--- src/design/fslts_pkg.sv ---
`timescale 1ns / 1ps

package fslts_pkg;

    localparam int SPEED_W   = 7;
    localparam int DRIVE_W   = 2;
    localparam int CODE_W    = 4;
    localparam int HOLD_W    = 4;
    localparam int CFG_IDX_W = 3;
    localparam int NPAT      = 9;

    // drive commands
    localparam logic [DRIVE_W-1:0] DRIVE_STOP    = 2'd0;
    localparam logic [DRIVE_W-1:0] DRIVE_FORWARD = 2'd1;
    localparam logic [DRIVE_W-1:0] DRIVE_LEFT    = 2'd2;
    localparam logic [DRIVE_W-1:0] DRIVE_RIGHT   = 2'd3;

    // configuration register indexes
    localparam logic [CFG_IDX_W-1:0] CFG_SLOW   = 3'd0;
    localparam logic [CFG_IDX_W-1:0] CFG_GENTLE = 3'd1;
    localparam logic [CFG_IDX_W-1:0] CFG_SHARP  = 3'd2;
    localparam logic [CFG_IDX_W-1:0] CFG_CORNER = 3'd3;
    localparam logic [CFG_IDX_W-1:0] CFG_START  = 3'd4;

    // speed selectors of the patterns
    localparam logic [1:0] SPD_SLOW   = 2'd0;
    localparam logic [1:0] SPD_GENTLE = 2'd1;
    localparam logic [1:0] SPD_SHARP  = 2'd2;
    localparam logic [1:0] SPD_CORNER = 2'd3;

    localparam logic [SPEED_W-1:0] RST_SLOW   = 7'd15;
    localparam logic [SPEED_W-1:0] RST_GENTLE = 7'd50;
    localparam logic [SPEED_W-1:0] RST_SHARP  = 7'd80;
    localparam logic [SPEED_W-1:0] RST_CORNER = 7'd85;
    localparam logic [SPEED_W-1:0] RST_START  = 7'd20;

    // all four sensors on the line
    localparam logic [CODE_W-1:0] CODE_ALL = 4'hF;

    typedef struct packed {
        logic [SPEED_W-1:0] slow;
        logic [SPEED_W-1:0] gentle;
        logic [SPEED_W-1:0] sharp;
        logic [SPEED_W-1:0] corner;
        logic [SPEED_W-1:0] start;
    } t_speeds;

    typedef struct packed {
        logic [DRIVE_W-1:0] drive;
        logic [SPEED_W-1:0] speed;
        logic               holding;
    } t_result;

    typedef struct packed {
        logic [CODE_W-1:0]  code;
        logic [DRIVE_W-1:0] drive;
        logic [1:0]         spd;
        logic [CODE_W-1:0]  exit_hi;
        logic [CODE_W-1:0]  exit_lo;
    } t_pat;

    // Sensor code bits are L ML MR R from msb to lsb. A hold ends when any
    // exit_hi bit is set or any exit_lo bit is clear.
    function automatic t_pat pat_lookup(input logic [HOLD_W-1:0] idx);
        t_pat p;
        p = '0;
        case (idx)
            4'd0: p = '{4'h0, DRIVE_FORWARD, SPD_SLOW,   4'h0, 4'h0};
            4'd1: p = '{4'h6, DRIVE_FORWARD, SPD_SLOW,   4'h0, 4'h6};
            4'd2: p = '{4'h4, DRIVE_LEFT,    SPD_GENTLE, 4'h3, 4'h4};
            4'd3: p = '{4'h2, DRIVE_RIGHT,   SPD_GENTLE, 4'hC, 4'h2};
            4'd4: p = '{4'h8, DRIVE_LEFT,    SPD_SHARP,  4'h7, 4'h0};
            4'd5: p = '{4'hC, DRIVE_LEFT,    SPD_SHARP,  4'h3, 4'h0};
            4'd6: p = '{4'h1, DRIVE_RIGHT,   SPD_SHARP,  4'hE, 4'h0};
            4'd7: p = '{4'h3, DRIVE_RIGHT,   SPD_SHARP,  4'hC, 4'h0};
            4'd8: p = '{4'h7, DRIVE_RIGHT,   SPD_CORNER, 4'h8, 4'h0};
            default: p = '0;
        endcase
        return p;
    endfunction

endpackage

--- src/design/fslts_cfg_regs.sv ---
`timescale 1ns / 1ps

module fslts_cfg_regs (
    input  logic                                i_clk,
    input  logic                                i_rst_n,
    input  logic                                i_cfg_we,
    input  logic [fslts_pkg::CFG_IDX_W-1:0]     i_cfg_index,
    input  logic [fslts_pkg::SPEED_W-1:0]       i_cfg_data,
    output fslts_pkg::t_speeds                  o_speeds,
    output logic                                o_start_wr
);

    fslts_pkg::t_speeds r_speeds;
    fslts_pkg::t_speeds n_speeds;

    always_comb begin
        n_speeds   = r_speeds;
        o_start_wr = 1'b0;
        if (i_cfg_we) begin
            unique case (i_cfg_index)
                fslts_pkg::CFG_SLOW:   n_speeds.slow   = i_cfg_data;
                fslts_pkg::CFG_GENTLE: n_speeds.gentle = i_cfg_data;
                fslts_pkg::CFG_SHARP:  n_speeds.sharp  = i_cfg_data;
                fslts_pkg::CFG_CORNER: n_speeds.corner = i_cfg_data;
                fslts_pkg::CFG_START: begin
                    n_speeds.start = i_cfg_data;
                    o_start_wr     = 1'b1;
                end
                default: n_speeds = r_speeds;
            endcase
        end
    end

    always_ff @(posedge i_clk) begin
        if (!i_rst_n) begin
            r_speeds <= '{fslts_pkg::RST_SLOW, fslts_pkg::RST_GENTLE, fslts_pkg::RST_SHARP,
                          fslts_pkg::RST_CORNER, fslts_pkg::RST_START};
        end else begin
            r_speeds <= n_speeds;
        end
    end

    assign o_speeds = r_speeds;

endmodule

--- src/design/fslts_steer.sv ---
`timescale 1ns / 1ps

module fslts_steer (
    input  logic                            i_clk,
    input  logic                            i_rst_n,
    input  logic                            i_step,
    input  logic [fslts_pkg::CODE_W-1:0]    i_code,
    input  fslts_pkg::t_speeds              i_speeds,
    input  logic                            i_start_wr,
    input  logic [fslts_pkg::SPEED_W-1:0]   i_start_data,
    output fslts_pkg::t_result              o_result
);

    logic [fslts_pkg::HOLD_W-1:0]  r_hold;
    logic [fslts_pkg::DRIVE_W-1:0] r_drive;
    logic [fslts_pkg::SPEED_W-1:0] r_speed;
    logic                          r_chosen;

    logic [fslts_pkg::HOLD_W-1:0]  n_hold;
    logic [fslts_pkg::DRIVE_W-1:0] n_drive;
    logic [fslts_pkg::SPEED_W-1:0] n_speed;
    logic                          n_chosen;

    fslts_pkg::t_pat               hold_pat;
    fslts_pkg::t_pat               match_pat;
    logic                          hold_act;
    logic                          leave;
    logic                          do_scan;
    logic [fslts_pkg::HOLD_W-1:0]  first;
    logic                          m_hit;
    logic [fslts_pkg::HOLD_W-1:0]  m_idx;

    function automatic logic [fslts_pkg::SPEED_W-1:0] sel_speed(
        input fslts_pkg::t_speeds s,
        input logic [1:0]         sel
    );
        logic [fslts_pkg::SPEED_W-1:0] v;
        v = s.slow;
        unique case (sel)
            fslts_pkg::SPD_SLOW:   v = s.slow;
            fslts_pkg::SPD_GENTLE: v = s.gentle;
            fslts_pkg::SPD_SHARP:  v = s.sharp;
            fslts_pkg::SPD_CORNER: v = s.corner;
            default:               v = s.slow;
        endcase
        return v;
    endfunction

    // pattern codes are distinct, so at most one matches
    always_comb begin
        m_hit = 1'b0;
        m_idx = '0;
        for (int i = 0; i < fslts_pkg::NPAT; i++) begin
            if (fslts_pkg::pat_lookup(fslts_pkg::HOLD_W'(i)).code == i_code) begin
                m_hit = 1'b1;
                m_idx = fslts_pkg::HOLD_W'(i);
            end
        end
    end

    assign match_pat = fslts_pkg::pat_lookup(m_idx);
    assign hold_pat  = fslts_pkg::pat_lookup(r_hold);
    // a hold code past the last pattern counts as no hold
    assign hold_act  = (r_hold != '0) &&
                       (r_hold < fslts_pkg::HOLD_W'(fslts_pkg::NPAT));
    assign leave     = ((i_code & hold_pat.exit_hi) != '0) ||
                       ((~i_code & hold_pat.exit_lo) != '0);

    always_comb begin
        n_drive  = r_drive;
        n_speed  = r_speed;
        n_chosen = r_chosen;
        n_hold   = hold_act ? r_hold : '0;
        first    = '0;
        do_scan  = 1'b0;
        if (hold_act) begin
            n_drive  = hold_pat.drive;
            n_speed  = sel_speed(i_speeds, hold_pat.spd);
            n_chosen = 1'b1;
            if (leave) begin
                // try only the patterns after the one that was held
                n_hold  = '0;
                first   = r_hold + 1'b1;
                do_scan = 1'b1;
            end
        end else if (i_code == fslts_pkg::CODE_ALL) begin
            n_drive = fslts_pkg::DRIVE_STOP;
        end else begin
            do_scan = 1'b1;
        end
        if (do_scan && m_hit && (m_idx >= first)) begin
            n_drive  = match_pat.drive;
            n_speed  = sel_speed(i_speeds, match_pat.spd);
            n_chosen = 1'b1;
            n_hold   = m_idx;
        end
    end

    always_ff @(posedge i_clk) begin
        if (!i_rst_n) begin
            r_hold   <= '0;
            r_drive  <= fslts_pkg::DRIVE_STOP;
            r_speed  <= fslts_pkg::RST_START;
            r_chosen <= 1'b0;
        end else if (i_step) begin
            r_hold   <= n_hold;
            r_drive  <= n_drive;
            r_speed  <= n_speed;
            r_chosen <= n_chosen;
        end else if (i_start_wr && !r_chosen) begin
            r_speed  <= i_start_data;
        end
    end

    assign o_result.drive   = n_drive;
    assign o_result.speed   = n_speed;
    assign o_result.holding = (n_hold != '0);

endmodule

--- src/design/four_sensor_line_tracking_steering.sv ---
`timescale 1ns / 1ps

// Line-tracking steering: one four-sensor sample in, one drive/speed/hold
// result out. A sample is captured in an input register, the pattern match
// and hold update run combinationally against the hold state, and the result
// is captured in an output register, so a new sample is taken every cycle
// unless the output stalls. The hold-state update sets that rate. The user
// must write speed registers through the configuration port while the block
// is idle; the block does not enforce this, and there is no read-back.
module four_sensor_line_tracking_steering (
    input  logic                                i_clk,
    input  logic                                i_rst_n,
    input  logic                                i_in_valid,
    output logic                                o_in_stall,
    input  logic                                i_sense_left,
    input  logic                                i_sense_mid_left,
    input  logic                                i_sense_mid_right,
    input  logic                                i_sense_right,
    output logic                                o_out_valid,
    input  logic                                i_out_stall,
    output logic [fslts_pkg::DRIVE_W-1:0]       o_drive,
    output logic [fslts_pkg::SPEED_W-1:0]       o_speed,
    output logic                                o_holding,
    input  logic                                i_cfg_we,
    input  logic [fslts_pkg::CFG_IDX_W-1:0]     i_cfg_index,
    input  logic [fslts_pkg::SPEED_W-1:0]       i_cfg_data
);

    fslts_pkg::t_speeds             speeds;
    logic                           start_wr;
    fslts_pkg::t_result             step_res;

    logic                           r_in_valid;
    logic [fslts_pkg::CODE_W-1:0]   r_code;
    logic                           r_out_valid;
    fslts_pkg::t_result             r_res;

    logic                           advance;
    logic                           in_take;

    assign advance    = r_in_valid && (!r_out_valid || !i_out_stall);
    assign o_in_stall = r_in_valid && !advance;
    assign in_take    = i_in_valid && !o_in_stall;

    fslts_cfg_regs u_cfg (
        .i_clk       (i_clk),
        .i_rst_n     (i_rst_n),
        .i_cfg_we    (i_cfg_we),
        .i_cfg_index (i_cfg_index),
        .i_cfg_data  (i_cfg_data),
        .o_speeds    (speeds),
        .o_start_wr  (start_wr)
    );

    fslts_steer u_steer (
        .i_clk        (i_clk),
        .i_rst_n      (i_rst_n),
        .i_step       (advance),
        .i_code       (r_code),
        .i_speeds     (speeds),
        .i_start_wr   (start_wr),
        .i_start_data (i_cfg_data),
        .o_result     (step_res)
    );

    always_ff @(posedge i_clk) begin
        if (!i_rst_n) begin
            r_in_valid  <= 1'b0;
            r_out_valid <= 1'b0;
        end else begin
            if (in_take) begin
                r_in_valid <= 1'b1;
            end else if (advance) begin
                r_in_valid <= 1'b0;
            end
            if (advance) begin
                r_out_valid <= 1'b1;
            end else if (!i_out_stall) begin
                r_out_valid <= 1'b0;
            end
        end
    end

    // payload registers: capture on transfer, hold otherwise
    always_ff @(posedge i_clk) begin
        if (in_take) begin
            r_code <= {i_sense_left, i_sense_mid_left, i_sense_mid_right, i_sense_right};
        end
        if (advance) begin
            r_res <= step_res;
        end
    end

    assign o_out_valid = r_out_valid;
    assign o_drive     = r_res.drive;
    assign o_speed     = r_res.speed;
    assign o_holding   = r_res.holding;

endmodule
--- config.mk ---
export PLATFORM = sky130hd
export DESIGN_NAME = four_sensor_line_tracking_steering
export DESIGN_NICKNAME = d
export VERILOG_FILES = /design/src/design/fslts_pkg.sv /design/src/design/fslts_cfg_regs.sv /design/src/design/fslts_steer.sv /design/src/design/four_sensor_line_tracking_steering.sv
export SDC_FILE = /design/constraint.sdc
export NUM_CORES = 1
export LEC_CHECK = 0
export BUFFER_PORTS_ARGS = -buffer_cell sky130_fd_sc_hd__buf_2
export CORE_ASPECT_RATIO = 0.75
export CORE_UTILIZATION = 48
export DETAILED_ROUTE_END_ITERATION = 12
export PLACE_DENSITY = 0.69
export SLEW_MARGIN = 20
export SYNTH_ARGS = -nofsm -noshare
export SYNTH_HDL_FRONTEND = slang
export SYNTH_SLANG_ARGS = --single-unit
--- constraint.sdc ---
create_clock -name i_clk -period 3 [get_ports i_clk]
set_clock_uncertainty 0.1 [all_clocks]
set_input_delay 0.9 -clock i_clk [delete_from_list [all_inputs] [get_ports i_clk]]
set_output_delay 0.9 -clock i_clk [all_outputs]
set_load 0.02 [all_outputs]
Word-level counts from Yosys, hierarchy flattened
Memories as Yosys holds them, arrays and structs flattened. A register that Yosys moved wholly into a read port is not among the register bits.
Cells that the tools add are included.
{"block": "classes", "addsub": 1, "magnitude_cmp": 2, "n_eq_ne": 20, "n_mux": 45, "bitwise_logic": 3, "n_reduce_logical": 30}
{"op": "$pmux 7 s4", "n": 2}
{"op": "$mux 4", "n": 9}
{"op": "$mux 7", "n": 4}
{"op": "$mux 1", "n": 21}
{"op": "$reduce_bool 4->1", "n": 4}
{"op": "$eq 3x4->1 const A", "n": 3}
{"op": "$mux 3", "n": 4}
{"op": "$mux 2", "n": 5}
{"op": "$reduce_and 2->1", "n": 5}
{"op": "$and 4x4->4", "n": 2}
{"op": "$eq 2x2->1 const B", "n": 4}
{"op": "$eq 2x4->1 const A", "n": 2}
{"op": "$eq 4x4->1 const A", "n": 2}
{"op": "$logic_and 1x1->1", "n": 7}
{"op": "$eq 3x2->1 const B", "n": 2}
{"op": "$reduce_bool 2->1", "n": 3}
{"op": "$logic_not 1->1", "n": 5}
{"op": "$add 4x1->4 const B", "n": 1}
{"op": "$eq 1x4->1 const A", "n": 1}
{"op": "$eq 2x1->1 const B", "n": 2}
{"op": "$eq 4x4->1 const B", "n": 1}
{"op": "$ge 4x4->1", "n": 1}
{"op": "$logic_not 2->1", "n": 2}
{"op": "$logic_not 4->1", "n": 1}
{"op": "7 further kinds", "n": 8}
{"block": "word_totals", "regBits": 58, "rom_bits": 448, "input_bits": 19, "word_cells": 117, "n_memories": 2}
{"memory": "(no name shown)", "depth": 16, "width": 14, "rd": 1, "rd_ports_with_merged_regs": 1, "write_ports": 0, "line": "fslts_pkg.sv:67", "text": "case (idx)"}
{"memory": "(no name shown)", "depth": 16, "width": 14, "rd": 1, "rd_ports_with_merged_regs": 0, "write_ports": 0, "line": "fslts_pkg.sv:67"}

Depth between registers and ports, before layout
{"block": "logic_depth", "ltp_word": 15, "mapped_depth": 16}

Hierarchy
From an unflattened synthesis, not the netlist that was laid out.
{"block": "hier_totals", "hier_cells": 406, "area_unflattened_um2": 4100.2}
{"mod": "fslts_steer", "n_inst": 1, "cells_per_inst": 247, "area_per_inst_um2": 2175.8}
{"mod": "fslts_cfg_regs", "n_inst": 1, "cells_per_inst": 137, "area_per_inst_um2": 1420.1}
{"mod": "four_sensor_line_tracking_steering", "n_inst": 1, "cells_per_inst": 22, "area_per_inst_um2": 504.2}

Worst setup path after synthesis
OpenSTA, ideal clock, no wires.
{"block": "synth_path", "path_type": "register -> register", "from": "register r_code[0] in the netlist's numbering", "to": "register, netlist name u_steer.hold_pat[7]", "setup_time_ns": 0.130, "arrival_time_ns": 3.085, "required_ns": 2.770, "path_slack_ns": -0.316, "stages_incl_launch_ff": 16, "n_path_buf": 2, "period_less_slack_ns": 3.316, "path_cell_list": "edfxtp_1 buf_6 a22oi_2 and3_1 buf_2 nor3_1 ha_1 nand2b_4 a2111oi_4 nor4_1 mux2i_2 inv_1 ha_1 and3_1 a221oi_1 a22oi_1"}
{"block": "synth_via", "elab_chain_len": 15, "word_cells_on_any_way": 46, "cone_classes": "order compare (1); eq/ne (9); mux (27); bitwise (3); reduce/logical (6)"}
{"item": "start: declaration", "line": "four_sensor_line_tracking_steering.sv:34", "text": "logic [fslts_pkg::CODE_W-1:0] r_code;"}
{"item": "start signal: assignment", "line": "four_sensor_line_tracking_steering.sv:87", "text": "r_code <= {i_sense_left, i_sense_mid_left, i_sense_mid_right, i_sense_right};"}
{"item": "branches (longest 12 deep; another with $ge 4x4->1)"}
{"item": "$mux 4 (*)", "line": "fslts_steer.sv:91", "text": "if (do_scan && m_hit && (m_idx >= first)) begin"}
{"item": "$mux 4 (no source line) (*) (2 in series)"}
Every way passes the cells marked *.
A chain may end at the register's enable or synchronous reset.

Worst setup path after layout
{"block": "layout_path", "from": "register r_code[2] in the netlist's numbering", "to": "register, netlist name u_steer.hold_pat[11]"}
{"block": "layout_via", "elab_chain_len": 15, "word_cells_on_any_way": 46, "cone_classes": "order compare (1); eq/ne (9); mux (27); bitwise (3); reduce/logical (6)"}
{"item": "branches (longest 12 deep; another with $ge 4x4->1)"}
{"item": "$mux 4 (*)", "line": "fslts_steer.sv:91"}
{"item": "$mux 4 (no source line) (*) (2 in series)"}
Marked as above.

==> metrics.md <==
| Metric | Value |
|---|---|
| Placement Cell Area | `0.00419 mm^2` |
| Fmax | `303 MHz` |
| Max Cap Viol | `0` |
| N_diodes | `0` |
| DR WL/cell | `19.6 um` |
| Crit path max fanout | `4` |
| GRT busiest layer | `met2` |
| Nets | `487` |
| Worst path arrival time | `3.40 ns` |
| Root buf cell | `clkbuf_8` |
| RR Startpoint | `r_code[2]` |
| Placer Congestion | `0.841` |
| Synth-to-Final Area Change | `29.4%` |
| DR pass1 iterations | `5` |
| Final non-filler cell total | `564` |
| Post-DRT Antenna Nets | `0` |
| Distinct cells, synth | `59` |
| Outcome | `finished with violations` |
| Post-Synthesis Cell Area | `0.00369 mm^2` |
| Hold Vio Cnt, Final | `0` |
| Total placed cells including tap cells | `519` |
| Mapped Cells | `370` |
| Peak supply drop | `0.312 mV` |
| R2r endpoint | `u_steer.hold_pat[11]` |
| Total wire length | `11.0 mm` |
| Met1 global-route usage | `38.0%` |
| Die height | `77.9 um` |
| Reg-to-reg setup timing slack | `-0.30 ns` |
| P_int | `1.71 mW` |
| Final worst slack | `-0.297 ns` |
| Vias in the first global route | `3097` |
| Relative slew slack | `49.7%` |
| Min-Delay Path Class | `reg -> reg` |
| Initial drt markers | `386` |
| Clock slew at reported path FFs | `0.08 ns` |
| Sequential power share | `42.6%` |
| Clk buf depth | `2` |
| First-pass GRT wire length | `16.1 mm` |
| Syn_nets | `399` |
| Met2 Resource Use GR | `41.1%` |
| Clk pwr share | `34.5%` |
| Psw | `0.690 mW` |
| Pre-CTS WS | `-0.130 ns` |
| Setup crit start kind | `register` |
| Clock tree sinks | `68` |
| Total CTS buffers | `9` |
| Hold Slack | `0.374 ns` |
| Total track usage | `27.1%` |
| Final period utilization | `110%` |
| Vias per cell | `6.07` |
| Post-synth EDFFs | `14` |
| Worst-margin pin slew | `0.752 ns` |
| Initial Util | `49.8%` |
| R2R cell count | `13` |
| Flip-flop and latch count after synthesis | `68` |
| Crit path to | `u_steer.hold_pat[11]` |
| WS Path Type | `reg -> reg` |
| Post-layout instance area | `0.00477 mm^2` |
| # DRC | `0` |
| Seq/Total Area, Yosys | `40.7%` |
| Largest net degree at the start of global routing | `29` |
| H-Tree Depth | `3` |
| Setup crit end kind | `register` |
| # setup viols final | `14` |
| Violated checks | `negative setup slack` |
| Die width | `103 um` |
| Detailed placement HPWL | `6.99 mm` |
| Die area | `0.00804 mm^2` |
| Clock Latency Late Sink | `0.34 ns` |
| GRT met3 Usage | `6.76%` |
| Synth top area cells | `dfxtp_1 29%, edfxtp_1 11%, mux2i_1 11%, nand2_1 4.6%, mux4_2 4.3%` |
| GRT overflow | `0` |
| Tmin final | `3.30 ns` |
| Critical path launch point | `r_code[2]` |
| Post-synth top area share | `29.3%` |
| Slew Viols, Final | `0` |
| Hold Buf Count CTS | `0` |
| Sw Ratio | `28.8%` |
| Combinational power share | `22.9%` |
| Setup_tns | `-2.93 ns` |
| Cell accounting for the most synthesized area | `dfxtp_1` |
| Row count | `27` |
| Pwr dens | `502 mW/mm^2` |
| Core area | `0.00740 mm^2` |
| Count leader, synth | `dfxtp_1` |
| Synth cell count leaders | `54 x dfxtp_1, 45 x nand2_1, 40 x mux2i_1, 24 x nor2_1, 23 x a21oi_1` |
| Lkg Pwr | `1.95 nW` |
| CP required | `3.11 ns` |
| CTS tree | `built` |
| Ports | `31` |
| Via Count | `3423` |
| Syn avg cell area | `9.96 um^2` |
| Yosys warning count | `0` |
| FFs w/ async S/R, synth | `0%` |
| Primary FF master, synth | `dfxtp_1` |
| Antenna violations before repair | `0` |
| Number of port buffers | `30` |
| Layout cells sized above 1 | `36.9%` |
| RSZ-0062 raised after global routing | `yes` |
final cells by class:
type | count | area (um^2)
Clock buffer | 9 | 124
Clock inverter | 7 | 91.3
Fill cell | 572 | 2630
Inverter | 10 | 37.5
Multi-Input combinational cell | 268 | 2190
Sequential cell | 68 | 1500
Tap cell | 101 | 126
Timing Repair Buffer | 101 | 698
power by group through the flow:
stage               registers, mW  clock network [mW]  logic, mW
floorplan                    1.04                   0      0.283
global placement             1.04                   0      0.423
detailed placement           1.04                   0      0.435
CTS                          1.02               0.831      0.474
global route                 1.03               0.878      0.577
finish                       1.02               0.826      0.549
how the worst min path moves through the flow:
stage	startpoint	endpoint	slack, ns	cells after the start
floorplan	u_steer.r_drive[0]	u_steer.r_drive[0]	0.34	2
CTS	u_steer.r_drive[0]	u_steer.r_drive[0]	0.36	2
global route	u_cfg.o_speeds[30]	u_cfg.o_speeds[30]	0.40	2
global placement	u_steer.r_drive[0]	u_steer.r_drive[0]	0.34	2
detailed placement	u_steer.r_drive[0]	u_steer.r_drive[0]	0.35	2
finish	u_steer.r_drive[0]	u_steer.r_drive[0]	0.37	2
worst max-delay path, cell delays in order, from the launching register on:
cell	delay, ns
edfxtp_1	0.45
mux2i_2	0.23
and3_4	0.25
nor3_2	0.05
ha_1	0.28
nand2b_4	0.14
a2111oi_4	0.09
buf_4	0.16
or4b_4	0.55
mux2i_4	0.25
inv_1	0.07
ha_1	0.22
o211ai_1	0.15
o21ai_0	0.17
per-stage QoR:
step	utilization [%]	power, mW
global route	64.5	2.48
CTS	62.3	2.32
floorplan	-	1.33
detailed placement	56.6	1.47
finish	64.5	2.40
global placement	56.6	1.46
metal layers:
metal | routed length (um) | up-vias
li1 | - | 1545
met1 | 4780 | 1669
met2 | 5020 | 186
met3 | 1080 | 23
met4 | 167 | 0
met5 | 0 | -
layout by cell type, fill, tap and decap left out, types with 9 or more instances in the layout:
master,synthesis,layout
a21oi_1,23,22
buf_2,9,30
buf_4,0,67
clkbuf_8,0,9
dfxtp_1,54,54
edfxtp_1,14,14
inv_1,10,9
mux2i_1,40,32
nand2_1,45,44
nand3_1,18,17
nor2_1,24,22
kinds of logic after synthesis:
family	count (synthesis)	synth area share (%)
compound gates	75	16.1
flops	68	40.7
fa+ha+maj	10	3.39
buf+inv	34	4.18
mux	50	16.4
simple gates	128	17.6
xor+xnor	5	1.60
state kept, by name (all words and copies together) (netlist names):
register,flops
u_steer.r_chosen,1
r_in_valid,1
o_out_valid,1
o_speed,7
u_steer.r_drive,2
u_cfg.o_speeds,28
u_steer.hold_pat,10
r_code,4
u_steer.r_speed,7
u_steer.r_hold,4
o_holding,1
o_drive,2
what timing repair did:
action                                 4_1_cts  5_1_grt
setup endpoints to repair                    9       23
pin swaps                                    8        7
gates resized for setup                      6       27
gates cloned                                 0        0
endpoints found under the hold margin        0        0
buffers inserted                            23        6
(Power assumes the default switching activity.)
